## config.mk

```make
export PLATFORM = sky130hd
export DESIGN_NAME = sideband_topology_classifier_unit
export DESIGN_NICKNAME = d
export VERILOG_FILES = /design/src/rtl/core/stc_pkg.sv /design/src/rtl/core/sideband_topology_classifier_unit.sv
export SDC_FILE = /design/constraint.sdc
export NUM_CORES = 2
export LEC_CHECK = 0
export ABC_CLOCK_PERIOD_IN_PS = 68400
export BUFFER_PORTS_ARGS = -buffer_cell sky130_fd_sc_hd__buf_2
export CAP_MARGIN = 25
export CORE_MARGIN = 4
export CORE_UTILIZATION = 25
export DETAILED_ROUTE_END_ITERATION = 8
export PLACE_DENSITY = 0.42
export SETUP_SLACK_MARGIN = 0.3
export SLEW_MARGIN = 20
export SYNTH_ARGS = -nofsm -noshare
export SYNTH_HDL_FRONTEND = slang
export SYNTH_SLANG_ARGS = --single-unit
```

## constraint.sdc

```tcl
create_clock -name clk -period 68.4 [get_ports clk]
set_input_delay 13.68 -clock clk [delete_from_list [all_inputs] [get_ports clk]]
set_output_delay 13.68 -clock clk [all_outputs]
set_load 0.02 [all_outputs]
```

## src/rtl/core/stc_pkg.sv

```systemverilog
// ----------------------------------------------------------------------------
// Sideband topology classifier package
// Shared types, widths and codes for the sideband topology classifier.
// ----------------------------------------------------------------------------
package stc_pkg;

  localparam int MaxBands = 4;
  localparam int BandIdxW = 2;
  localparam int CountW   = 3;

  localparam int InDataW  = 208;
  localparam int OutDataW = 80;
  localparam int CfgDataW = 16;

  // Band count that marks a group with more tracks than can be stored.
  localparam logic [CountW-1:0] CountOver = 3'd5;

  // Sideband orders used for the lowest band of a group.
  localparam logic signed [2:0] OrderM4 = -3'sd4;
  localparam logic signed [2:0] OrderM2 = -3'sd2;
  localparam logic signed [2:0] Order0  = 3'sd0;

  typedef enum logic [3:0] {
    ST_IDLE,
    ST_INSERT,
    ST_DECIDE,
    ST_THR_MUL,
    ST_THR_CMP,
    ST_LOAD,
    ST_MUL_LO,
    ST_MUL_HI,
    ST_ACC,
    ST_ROUND,
    ST_SUM,
    ST_EMIT
  } stc_state_t;

  typedef enum logic [1:0] {
    STATUS_OK         = 2'd0,
    STATUS_ZERO_POWER = 2'd1,
    STATUS_TOO_MANY   = 2'd2,
    STATUS_MIXED_SEQ  = 2'd3
  } stc_status_t;

  // The carrier sits where the order reaches zero, two orders per band.
  function automatic logic [BandIdxW-1:0] carrier_index(logic signed [2:0] first_order);
    logic [BandIdxW-1:0] idx;
    case (first_order)
      OrderM4: idx = 2'd2;
      OrderM2: idx = 2'd1;
      default: idx = 2'd0;
    endcase
    return idx;
  endfunction

endpackage

```

## src/rtl/core/sideband_topology_classifier_unit.sv

```systemverilog
// ----------------------------------------------------------------------------
// Sideband topology classifier
// Sorts up to four tracks of a group and emits their sideband orders together
// with the carrier frequency at the earliest start time.
// ----------------------------------------------------------------------------
// Usage:
// Each word on the in_ channel carries one track; in_tlast marks the final
// track of a group. Tracks are kept sorted by start frequency with an
// insertion walk that moves one stored band per cycle, so a stored track
// occupies the block until its slot is found, while a surplus track (fifth
// or later) is only counted. in_tready is high only while the block is idle.
// On the final track the sequencer checks the group, runs the power test
// (only for two or three bands) and evaluates the carrier line on the one
// shared 40 x 16 multiplier in two halves followed by rounding and
// saturation. It then presents one result word per band on the out_ channel,
// or a single status word on an error; out_tlast marks the last one. A stalled
// receiver simply holds the block in its output state; the result word stays
// stable until taken. After the final result the group state returns to
// empty. The cfg_ word writes the power threshold and is always taken. A
// synchronous reset clears the group and the threshold.
module sideband_topology_classifier_unit (
  input  logic                          clk,
  input  logic                          rst_n,
  input  logic                          in_tvalid,
  output logic                          in_tready,
  // track_id, sequence_id, start_frequency, total_power, start_time, slope,
  // intercept (lowest bits first)
  input  logic [stc_pkg::InDataW-1:0]   in_tdata,
  input  logic                          in_tlast,
  output logic                          out_tvalid,
  input  logic                          out_tready,
  // band_track, band_sequence, band_order, cyclotron_start_freq, status,
  // three zero bits (lowest bits first)
  output logic [stc_pkg::OutDataW-1:0]  out_tdata,
  output logic                          out_tlast,
  input  logic                          cfg_valid,
  output logic                          cfg_ready,
  input  logic [stc_pkg::CfgDataW-1:0]  cfg_data
);
  import stc_pkg::*;

  // Sorted band store.
  logic [15:0] trk_r   [MaxBands];
  logic [15:0] seq_r   [MaxBands];
  logic [31:0] freq_r  [MaxBands];
  logic [31:0] pow_r   [MaxBands];
  logic [39:0] slope_r [MaxBands];
  logic [39:0] icpt_r  [MaxBands];

  // Captured input word.
  logic [15:0] item_trk_r;
  logic [15:0] item_seq_r;
  logic [31:0] item_freq_r;
  logic [31:0] item_pow_r;
  logic [39:0] item_slope_r;
  logic [39:0] item_icpt_r;
  logic        item_last_r;

  stc_state_t             state_r, state_nxt;
  logic [CountW-1:0]      count_r;
  logic [BandIdxW-1:0]    ins_idx_r;
  logic [BandIdxW-1:0]    emit_idx_r;
  logic [31:0]            peak_r;
  logic [31:0]            earliest_r;
  logic [CfgDataW-1:0]    thresh_r;
  logic signed [2:0]      first_order_r;
  stc_status_t            status_r;
  logic [39:0]            mag_r;
  logic                   neg_r;
  logic [39:0]            line_icpt_r;
  logic [55:0]            prod_r;
  logic [71:0]            acc_r;
  logic [48:0]            p_r;
  logic [39:0]            carrier_freq_r;

  // Single read port into the band store.
  logic [BandIdxW-1:0] rd_idx;
  logic [15:0]         rd_trk;
  logic [31:0]         rd_freq;
  logic [31:0]         rd_pow;
  logic [39:0]         rd_slope;
  logic [39:0]         rd_icpt;

  // Shared multiplier.
  logic [39:0] mult_a;
  logic [15:0] mult_b;
  logic [55:0] product;

  logic        in_fire;
  logic        out_fire;
  logic        ins_place;
  logic        mixed_seq;
  logic        two_or_three;
  stc_status_t dec_status;
  logic        top_strong;
  logic        emit_last;
  logic        is_error;
  logic [48:0] q_ext;
  logic [49:0] line_sum;
  logic [39:0] line_sat;
  logic [2:0]  out_order;

  assign in_fire  = in_tvalid && in_tready;
  assign out_fire = out_tvalid && out_tready;
  assign cfg_ready = 1'b1;

  assign rd_trk   = trk_r[rd_idx];
  assign rd_freq  = freq_r[rd_idx];
  assign rd_pow   = pow_r[rd_idx];
  assign rd_slope = slope_r[rd_idx];
  assign rd_icpt  = icpt_r[rd_idx];

  assign product = mult_a * mult_b;

  // Stop the walk at the bottom or behind a band of lower or equal frequency,
  // which keeps equal frequencies in arrival order.
  assign ins_place = (ins_idx_r == '0) || (rd_freq <= item_freq_r);

  assign two_or_three = count_r inside {3'd2, 3'd3};

  always_comb begin
    mixed_seq = 1'b0;
    for (int i = 1; i < MaxBands; i++) begin
      if ((CountW'(i) < count_r) && (seq_r[i] != seq_r[0])) begin
        mixed_seq = 1'b1;
      end
    end
  end

  always_comb begin
    if (count_r == CountOver) begin
      dec_status = STATUS_TOO_MANY;
    end else if (two_or_three && (peak_r == '0)) begin
      dec_status = STATUS_ZERO_POWER;
    end else if (mixed_seq) begin
      dec_status = STATUS_MIXED_SEQ;
    end else begin
      dec_status = STATUS_OK;
    end
  end

  // Top band power * 65536 against threshold * peak power.
  assign top_strong = {rd_pow, 16'h0000} > prod_r[47:0];

  // Carrier line: round toward minus infinity, add intercept, saturate.
  assign q_ext    = {1'b0, acc_r[71:24]};
  assign line_sum = {p_r[48], p_r} + {{10{line_icpt_r[39]}}, line_icpt_r};
  always_comb begin
    if (line_sum[49:39] == '0 || line_sum[49:39] == '1) begin
      line_sat = line_sum[39:0];
    end else if (line_sum[49]) begin
      line_sat = {1'b1, 39'h0};
    end else begin
      line_sat = {1'b0, {39{1'b1}}};
    end
  end

  assign is_error  = (status_r != STATUS_OK);
  assign emit_last = is_error || ({1'b0, emit_idx_r} == count_r - 3'd1);
  assign out_order = first_order_r + {emit_idx_r, 1'b0};

  // Next state.
  always_comb begin
    state_nxt = state_r;
    case (state_r)
      ST_IDLE: begin
        if (in_fire) begin
          if (count_r < CountW'(MaxBands)) begin
            state_nxt = ST_INSERT;
          end else if (in_tlast) begin
            state_nxt = ST_DECIDE;
          end
        end
      end
      ST_INSERT: begin
        if (ins_place) begin
          state_nxt = item_last_r ? ST_DECIDE : ST_IDLE;
        end
      end
      ST_DECIDE: begin
        if (dec_status != STATUS_OK) begin
          state_nxt = ST_EMIT;
        end else if (two_or_three) begin
          state_nxt = ST_THR_MUL;
        end else begin
          state_nxt = ST_LOAD;
        end
      end
      ST_THR_MUL: state_nxt = ST_THR_CMP;
      ST_THR_CMP: state_nxt = ST_LOAD;
      ST_LOAD:    state_nxt = ST_MUL_LO;
      ST_MUL_LO:  state_nxt = ST_MUL_HI;
      ST_MUL_HI:  state_nxt = ST_ACC;
      ST_ACC:     state_nxt = ST_ROUND;
      ST_ROUND:   state_nxt = ST_SUM;
      ST_SUM:     state_nxt = ST_EMIT;
      ST_EMIT: begin
        if (out_fire && emit_last) begin
          state_nxt = ST_IDLE;
        end
      end
      default:    state_nxt = ST_IDLE;
    endcase
  end

  // Sequencer outputs: handshakes, read address and multiplier operands.
  always_comb begin
    in_tready  = 1'b0;
    out_tvalid = 1'b0;
    rd_idx     = '0;
    mult_a     = mag_r;
    mult_b     = earliest_r[15:0];
    case (state_r)
      ST_IDLE:    in_tready = 1'b1;
      ST_INSERT:  rd_idx = ins_idx_r - 2'd1;
      ST_THR_MUL: begin
        mult_a = {8'h00, peak_r};
        mult_b = thresh_r;
      end
      ST_THR_CMP: rd_idx = count_r[BandIdxW-1:0] - 2'd1;
      ST_LOAD:    rd_idx = carrier_index(first_order_r);
      ST_MUL_HI:  mult_b = earliest_r[31:16];
      ST_EMIT: begin
        out_tvalid = 1'b1;
        rd_idx     = emit_idx_r;
      end
      default: begin
        rd_idx = '0;
      end
    endcase
  end

  assign out_tdata = {3'b000,
                      status_r,
                      is_error ? 40'h0 : carrier_freq_r,
                      is_error ? 3'b000 : out_order,
                      seq_r[0],
                      is_error ? 16'h0000 : rd_trk};
  assign out_tlast = emit_last;

  // Control state.
  always_ff @(posedge clk) begin
    if (!rst_n) begin
      state_r    <= ST_IDLE;
      count_r    <= '0;
      peak_r     <= '0;
      earliest_r <= '1;
      thresh_r   <= '0;
    end else begin
      state_r <= state_nxt;
      if (cfg_valid && cfg_ready) begin
        thresh_r <= cfg_data;
      end
      if (in_fire) begin
        if (in_tdata[95:64] > peak_r) begin
          peak_r <= in_tdata[95:64];
        end
        if (in_tdata[127:96] < earliest_r) begin
          earliest_r <= in_tdata[127:96];
        end
        if (count_r >= CountW'(MaxBands)) begin
          count_r <= CountOver;
        end
      end
      if (state_r == ST_INSERT && ins_place) begin
        count_r <= count_r + 3'd1;
      end
      if (out_fire && emit_last) begin
        count_r    <= '0;
        peak_r     <= '0;
        earliest_r <= '1;
      end
    end
  end

  // Datapath.
  always_ff @(posedge clk) begin
    prod_r <= product;
    case (state_r)
      ST_IDLE: begin
        item_trk_r   <= in_tdata[15:0];
        item_seq_r   <= in_tdata[31:16];
        item_freq_r  <= in_tdata[63:32];
        item_pow_r   <= in_tdata[95:64];
        item_slope_r <= in_tdata[167:128];
        item_icpt_r  <= in_tdata[207:168];
        item_last_r  <= in_tlast;
        ins_idx_r    <= count_r[BandIdxW-1:0];
      end
      ST_INSERT: begin
        if (ins_place) begin
          trk_r[ins_idx_r]   <= item_trk_r;
          seq_r[ins_idx_r]   <= item_seq_r;
          freq_r[ins_idx_r]  <= item_freq_r;
          pow_r[ins_idx_r]   <= item_pow_r;
          slope_r[ins_idx_r] <= item_slope_r;
          icpt_r[ins_idx_r]  <= item_icpt_r;
        end else begin
          // Shift the higher band up one slot and keep walking down.
          trk_r[ins_idx_r]   <= rd_trk;
          seq_r[ins_idx_r]   <= seq_r[rd_idx];
          freq_r[ins_idx_r]  <= rd_freq;
          pow_r[ins_idx_r]   <= rd_pow;
          slope_r[ins_idx_r] <= rd_slope;
          icpt_r[ins_idx_r]  <= rd_icpt;
          ins_idx_r          <= ins_idx_r - 2'd1;
        end
      end
      ST_DECIDE: begin
        status_r      <= dec_status;
        emit_idx_r    <= '0;
        first_order_r <= (count_r == 3'd4) ? OrderM4 : Order0;
      end
      ST_THR_CMP: begin
        if (count_r == 3'd2) begin
          first_order_r <= top_strong ? OrderM2 : Order0;
        end else begin
          first_order_r <= top_strong ? OrderM4 : OrderM2;
        end
      end
      ST_LOAD: begin
        neg_r       <= rd_slope[39];
        mag_r       <= rd_slope[39] ? (~rd_slope + 40'd1) : rd_slope;
        line_icpt_r <= rd_icpt;
      end
      ST_MUL_HI: acc_r <= {16'h0000, prod_r};
      ST_ACC:    acc_r <= acc_r + {prod_r, 16'h0000};
      ST_ROUND: begin
        // Negative products round down: -q when exact, -q - 1 otherwise.
        if (!neg_r) begin
          p_r <= q_ext;
        end else if (acc_r[23:0] != '0) begin
          p_r <= ~q_ext;
        end else begin
          p_r <= ~q_ext + 49'd1;
        end
      end
      ST_SUM: carrier_freq_r <= line_sat;
      ST_EMIT: begin
        if (out_fire && !emit_last) begin
          emit_idx_r <= emit_idx_r + 2'd1;
        end
      end
      default: begin
        acc_r <= acc_r;
      end
    endcase
  end

endmodule

```

After elaboration in Yosys (flattened, before gate mapping)
Memory sizes are Yosys's and may differ from the RTL's. Index checks and enable logic that the tools add are counted.

Reductions and logical operators: 34. Equality and inequality tests: 28. $mul: 1. Mux-type cells: 54. Add/sub/neg operators: 10. Bitwise logic cells: 9. Magnitude comparators: 9.

Operators by type and width (count): 40-bit 2-to-1 mux (6); 72-bit one-hot mux with 2 select lines (1); 72-bit adder (1); 32-bit 2-to-1 mux (2); 40-bit by 16-bit multiplier with 56-bit output (1); 49-bit by 40-bit adder with 50-bit output (1); 49-bit by 1-bit adder with 49-bit output (second input constant) (1); 49-bit 2-to-1 mux (1); 48-bit NOT with 49-bit output (1); 48-bit greater-than comparator (1); 16-bit 2-to-1 mux (3); 48-bit 2-to-1 mux (1); 16-bit != test (3); 4-bit one-hot mux with 12 select lines (1); 40-bit by 1-bit adder with 40-bit output (second input constant) (1); 40-bit NOT (1); 39-bit 2-to-1 mux (1); 32-bit greater-than comparator (1); 32-bit <= comparator (1); 32-bit logical NOT (1); 32-bit < comparator (1); 16-bit one-hot mux with 2 select lines (1); 3-bit 2-to-1 mux (8); 4-bit 2-to-1 mux (6); 37 further kinds (99).

Word-level logic and storage cells: 176. Memories kept: 6. Memory bits (writable): 704. Flip-flop bits (word level): 571. Output and inout port bits: 84. Input bits: 230.

Memories: icpt_r (depth 4, width 40, rd ports 1, clocked after Yosys merged registers in 0, write ports 1, RTL line sideband_topology_classifier_unit.sv:48) `logic [39:0] icpt_r [MaxBands];`; slope_r (depth 4, width 40, rd ports 1, clocked after Yosys merged registers in 0, write ports 1, RTL line sideband_topology_classifier_unit.sv:47) `logic [39:0] slope_r [MaxBands];`; freq_r (depth 4, width 32, rd ports 1, clocked after Yosys merged registers in 0, write ports 1, RTL line sideband_topology_classifier_unit.sv:45) `logic [31:0] freq_r [MaxBands];`; pow_r (depth 4, width 32, rd ports 1, clocked after Yosys merged registers in 0, write ports 1, RTL line sideband_topology_classifier_unit.sv:46) `logic [31:0] pow_r [MaxBands];`; seq_r (depth 4, width 16, rd ports 5, clocked after Yosys merged registers in 0, write ports 1, RTL line sideband_topology_classifier_unit.sv:44) `logic [15:0] seq_r [MaxBands];`; trk_r (depth 4, width 16, rd ports 1, clocked after Yosys merged registers in 0, write ports 1, RTL line sideband_topology_classifier_unit.sv:43) `logic [15:0] trk_r [MaxBands];`.

Depth between registers and ports, before layout
An unclocked memory read counts as a cell.

Depth in word-level cells: 12. Depth in mapped cells: 34. Depth with buffers taken out: 30.

Worst setup path before layout
Ideal clock, no wire load.

Path kind: register -> output. Start: reg state_r[0]. End: out in_tready. Buffers on the path: 1. Stages on the path, launching flop included: 3. Slack: 36646 ps. Data arrival time: 18074 ps. Data required time: 54720 ps. Cells stage by stage: dfxtp_1 -> clkbuf_1 -> nor4_1.

Cells in the longest elaborated chain, start to end: 2.

RTL lines: start, declared (RTL line sideband_topology_classifier_unit.sv:59) `stc_state_t state_r, state_nxt;`; start signal, assigned (RTL line sideband_topology_classifier_unit.sv:250) `state_r <= state_nxt;`; 4-bit logical NOT (RTL line sideband_topology_classifier_unit.sv:213) `case (state_r)`; 1-bit 2-to-1 mux (RTL line sideband_topology_classifier_unit.sv:213); end, declared (RTL line sideband_topology_classifier_unit.sv:25) `output logic in_tready,`.

No other way between the ends.

Worst setup path in the final report
Start: reg count_r[0]. End: out out_tdata[5] in the netlist's numbering.

Cells in the longest elaborated chain, start to end: 4.

RTL lines: start, declared (RTL line sideband_topology_classifier_unit.sv:60) `logic [CountW-1:0] count_r;`; start signal, assigned (RTL line sideband_topology_classifier_unit.sv:262) `count_r <= CountOver;`; start signal, assigned (RTL line sideband_topology_classifier_unit.sv:266) `count_r <= count_r + 3'd1;`; 2-bit by 1-bit subtractor with 2-bit output (RTL line sideband_topology_classifier_unit.sv:220) `ST_THR_CMP: rd_idx = count_r[BandIdxW-1:0] - 2'd1;`; 2-bit one-hot mux with 4 select lines (RTL line sideband_topology_classifier_unit.sv:213); memory read 4 x 16 bit; 16-bit 2-to-1 mux (RTL line sideband_topology_classifier_unit.sv:238) `is_error ? 16'h0000 : rd_trk};`; end, declared (RTL line sideband_topology_classifier_unit.sv:34) `output logic [stc_pkg::OutDataW-1:0] out_tdata,`.

No other way between the ends.

==> impl_metrics.prom <==
# TYPE chip_impl_metric gauge
chip_impl_info{name="status",value="completed"} 1
chip_impl_metric{name="max_freq",unit="MHz"} 54.79
chip_impl_metric{name="hold_viol",unit=""} 0
chip_impl_metric{name="synth_register_bits",unit=""} 1274
chip_impl_info{name="timing.rr.end",value="prod_r[55]"} 1
chip_impl_info{name="timing.critical_path.to_type",value="output port"} 1
chip_impl_metric{name="synth_sequential_area_ratio",unit=""} 0.4600
chip_impl_info{name="setup_repair_after_global_routing_missed_its_margin",value="false"} 1
chip_impl_metric{name="worstMarginPinSlew",unit="ns"} 1.086
chip_impl_metric{name="pin_count_of_the_biggest_net_entering_global_routing",unit=""} 121
chip_impl_metric{name="initial_core_util",unit=""} 0.2515
chip_impl_metric{name="drv.max_cap_violation_count",unit=""} 0
chip_impl_metric{name="period_minus_slack",unit="ns"} 18.25
chip_impl_metric{name="drt_pass_1_iters",unit=""} 5
chip_impl_metric{name="synthArstFlopShare",unit=""} 0
chip_impl_metric{name="clock_sink_count",unit=""} 1274
chip_impl_metric{name="timing.final.setup_violations",unit=""} 0
chip_impl_metric{name="die_width",unit="µm"} 573.9
chip_impl_metric{name="finalClockSkew",unit="ns"} 0.1124
chip_impl_metric{name="route.vias.total",unit=""} 57050
chip_impl_metric{name="post_synth_edffs",unit=""} 1131
chip_impl_metric{name="critical_path_required",unit="ns"} 54.72
chip_impl_metric{name="finalNonFillerCells",unit=""} 12100
chip_impl_info{name="cts_tree",value="done"} 1
chip_impl_info{name="clock_tree_root_driver_cell",value="sky130_fd_sc_hd__clkbuf_16"} 1
chip_impl_metric{name="timing.critical_path.fanout_max",unit=""} 47
chip_impl_metric{name="detail_route.vias_per_cell",unit=""} 4.716
chip_impl_metric{name="grt_overflow_total",unit=""} 0
chip_impl_metric{name="grt_pass1_vias",unit=""} 57900
chip_impl_metric{name="post_synth.cell_area_avg",unit="µm²"} 10.63
chip_impl_info{name="critPathLaunchType",value="register"} 1
chip_impl_metric{name="clkLatencyLatePin",unit="ns"} 0.85
chip_impl_metric{name="die_y_extent",unit="µm"} 573.9
chip_impl_metric{name="post_cts_buffers",unit=""} 0
chip_impl_metric{name="multi_input_area",unit="µm²"} 39310
chip_impl_metric{name="post_cts_resized",unit=""} 0
chip_impl_metric{name="fill_cells",unit=""} 32920
chip_impl_metric{name="areaGrowthSynthToFinish",unit="%"} 15.04
chip_impl_metric{name="io_buffers",unit=""} 308
chip_impl_info{name="worstSetupStartpoint",value="count_r[0]"} 1
chip_impl_metric{name="gr-usage-all-layers",unit=""} 0.1617
chip_impl_metric{name="slew_hr",unit=""} 0.2760
chip_impl_metric{name="placedCellCount",unit=""} 11800
chip_impl_metric{name="ant_nets_after_route",unit=""} 0
chip_impl_info{name="crit-reg2reg-launch",value="state_r[3]"} 1
chip_impl_info{name="postSynth.topFlopCell",value="sky130_fd_sc_hd__edfxtp_1"} 1
chip_impl_metric{name="holdBufCountCts",unit=""} 0
chip_impl_info{name="criticalPathCategory",value="register to output port"} 1
chip_impl_metric{name="cts_max_path_buffers",unit=""} 4
chip_impl_metric{name="final_util",unit=""} 0.2894
chip_impl_metric{name="cts_buffers",unit=""} 156
chip_impl_metric{name="clkSlewWorstSetupHoldPaths",unit="ns"} 0.06
chip_impl_metric{name="fp-row-count",unit=""} 207
chip_impl_metric{name="yosys.cell_types.count",unit=""} 81
chip_impl_metric{name="seqCellArea",unit="µm²"} 36830
chip_impl_metric{name="totalWireLength",unit="mm"} 273.3
chip_impl_metric{name="grt_antenna_before_repair",unit=""} 42
chip_impl_metric{name="synth_cells",unit=""} 7535
chip_impl_metric{name="drt_iter0_drc",unit=""} 4034
chip_impl_metric{name="wire_length_of_the_first_global_routing_pass",unit="mm"} 401.3
chip_impl_metric{name="layout.nets",unit=""} 8911
chip_impl_metric{name="layout_cells_sized_above_1",unit=""} 0.1108
chip_impl_metric{name="critPathArrivalTime",unit="ns"} 4.57
chip_impl_metric{name="synth_warnings",unit=""} 0
chip_impl_info{name="critPathCapture",value="out_tdata[5]"} 1
chip_impl_metric{name="post_drt_wl_per_cell",unit="µm"} 22.59
chip_impl_metric{name="worst-r2r-cell-count",unit=""} 27
chip_impl_metric{name="cts-htree-levels",unit=""} 4
chip_impl_metric{name="final.setup.tns",unit="ns"} 0
chip_impl_metric{name="drcViolationCount",unit=""} 0
chip_impl_metric{name="synth_area",unit="µm²"} 80060
chip_impl_metric{name="timing.final.crit_share",unit=""} 0.2668
chip_impl_metric{name="die_area",unit="µm²"} 329400
chip_impl_metric{name="final_replace_weighted_congestion",unit=""} 0.8569
chip_impl_metric{name="timing.reg2reg.setup_slack",unit="ns"} 57.19
chip_impl_metric{name="hpwlAfterDp",unit="mm"} 201.5
chip_impl_metric{name="fp.coreArea",unit="µm²"} 318300
chip_impl_metric{name="boundaryPins",unit=""} 314
chip_impl_metric{name="maxSlewViolCount",unit=""} 0
chip_impl_info{name="worst_hold_path_type",value="register to register"} 1
-- metal layers --
layer	track usage	share of wire	vias up
li1	-	-	26460
met2	0.2692	0.47	1401
met1	0.2235	0.46	28850
met3	0.02099	0.044	322
met4	0.03736	0.024	14
met5	0	0.00029	-
-- cells in the mapped netlist, types with 32 or more instances --
cell / count / area (µm²)
sky130_fd_sc_hd__nand3_1: 199 / 996.0
sky130_fd_sc_hd__inv_1: 777 / 2917
sky130_fd_sc_hd__and2_1: 112 / 700.7
sky130_fd_sc_hd__and3_1: 173 / 1082
sky130_fd_sc_hd__nand2_1: 1360 / 5105
sky130_fd_sc_hd__nand2b_1: 33 / 206.5
sky130_fd_sc_hd__mux2_2: 123 / 1385
sky130_fd_sc_hd__a21o_1: 160 / 1201
sky130_fd_sc_hd__a21oi_1: 238 / 1191
sky130_fd_sc_hd__nor3_1: 50 / 250.2
sky130_fd_sc_hd__fa_1: 532 / 10650
sky130_fd_sc_hd__clkbuf_1: 319 / 1197
sky130_fd_sc_hd__nor4_1: 32 / 200.2
sky130_fd_sc_hd__mux2i_1: 86 / 860.8
sky130_fd_sc_hd__a311o_1: 37 / 370.4
sky130_fd_sc_hd__a31oi_1: 134 / 838.3
sky130_fd_sc_hd__nor2_1: 380 / 1426
sky130_fd_sc_hd__dfxtp_1: 143 / 2863
sky130_fd_sc_hd__ha_1: 371 / 4642
sky130_fd_sc_hd__xor2_1: 68 / 595.6
sky130_fd_sc_hd__xnor2_1: 205 / 1795
sky130_fd_sc_hd__o21ai_0: 302 / 1511
sky130_fd_sc_hd__nand4_1: 109 / 681.9
sky130_fd_sc_hd__nor2b_1: 48 / 300.3
sky130_fd_sc_hd__o21a_1: 41 / 307.8
sky130_fd_sc_hd__edfxtp_1: 1131 / 33960
-- worst min path at each step --
stage	endpoint	from	cells after the start
floorplan	peak_r[12]	peak_r[12]	2
global placement	peak_r[14]	peak_r[14]	2
detailed placement	peak_r[14]	peak_r[14]	2
CTS	peak_r[14]	peak_r[14]	2
global route	acc_r[52]	prod_r[52]	2
finish	peak_r[14]	peak_r[14]	2
-- state kept, by name, indices dropped and copies added, names as in the netlist, 32 cells and up --
signal          flops
acc_r              72
carrier_freq_r     40
earliest_r         32
freq_r            128
icpt_r            160
item_freq_r        32
item_icpt_r        40
item_pow_r         32
item_slope_r       40
line_icpt_r        40
mag_r              40
p_r                49
peak_r             32
pow_r             128
prod_r             56
seq_r              64
slope_r           160
trk_r              64
-- per-stage QoR --
step	hold slack (ns)	cell area (µm²)	worst slack, ns
2_1_floorplan	0.4604	80070	36.65
3_3_place_gp	0.4744	86750	50.98
3_5_place_dp	0.4884	86760	50.96
4_1_cts	0.5011	92050	50.04
5_1_grt	0.5359	92080	49.74
6_report	0.4960	92100	50.15
-- cell families (layout without fill, tap and decap cells) --
group,count (synthesis),in the layout,synth area share
simple gates,2583,2583,0.1450
xor+xnor,273,273,0.02987
fa+ha+maj,903,903,0.1910
buf+inv,1126,1491,0.05303
other cells,2,18,0.00009380
flops,1274,1274,0.4600
mux,209,209,0.02805
compound gates,1165,1165,0.09299
-- critical path: stages (launching register included) --
cell	delay (ns)
sky130_fd_sc_hd__dfxtp_1	0.51
sky130_fd_sc_hd__inv_1	0.15
sky130_fd_sc_hd__ha_1	0.39
sky130_fd_sc_hd__nor2_1	0.08
sky130_fd_sc_hd__o211a_1	0.44
sky130_fd_sc_hd__nor2_4	0.84
sky130_fd_sc_hd__buf_4	0.61
sky130_fd_sc_hd__nand2_1	0.11
sky130_fd_sc_hd__nand3_1	0.09
sky130_fd_sc_hd__nand2_1	0.08
sky130_fd_sc_hd__nor2_1	0.20
sky130_fd_sc_hd__buf_2	0.22
-- placed cells by master, fill, tap and decap left out, types with 29 or more instances in the layout --
master,Yosys,final
sky130_fd_sc_hd__nand2_1,1360,1355
sky130_fd_sc_hd__edfxtp_1,1131,1131
sky130_fd_sc_hd__inv_1,777,777
sky130_fd_sc_hd__fa_1,532,532
sky130_fd_sc_hd__nor2_1,380,374
sky130_fd_sc_hd__ha_1,371,371
sky130_fd_sc_hd__buf_2,0,308
sky130_fd_sc_hd__o21ai_0,302,299
sky130_fd_sc_hd__a21oi_1,238,236
sky130_fd_sc_hd__xnor2_1,205,204
sky130_fd_sc_hd__nand3_1,199,198
sky130_fd_sc_hd__and3_1,173,169
sky130_fd_sc_hd__a21o_1,160,160
sky130_fd_sc_hd__clkbuf_16,0,159
sky130_fd_sc_hd__dfxtp_1,143,142
sky130_fd_sc_hd__a31oi_1,134,132
sky130_fd_sc_hd__mux2_2,123,123
sky130_fd_sc_hd__buf_4,5,118
sky130_fd_sc_hd__and2_1,112,112
sky130_fd_sc_hd__nand4_1,109,109
sky130_fd_sc_hd__mux2i_1,86,86
sky130_fd_sc_hd__xor2_1,68,67
sky130_fd_sc_hd__nor2b_1,48,47
sky130_fd_sc_hd__nor3_1,50,46
sky130_fd_sc_hd__o21a_1,41,40
sky130_fd_sc_hd__a311o_1,37,37
sky130_fd_sc_hd__nand2b_1,33,33
sky130_fd_sc_hd__nor4_1,32,29
-- cell type report --
class                      instances  share of cell area
clock buffer                     191             0.04505
sequential                      1274              0.3998
tap                             4180             0.05678
multi-input combinational       5138              0.4268
inverter                         778             0.03171
antenna                           13           0.0003532
timing repair buffer             430             0.02713
clock inverter                    92             0.01229
Power is not shown: default switching activity piles up to over one toggle a cycle in this logic, so the estimate is an artifact.
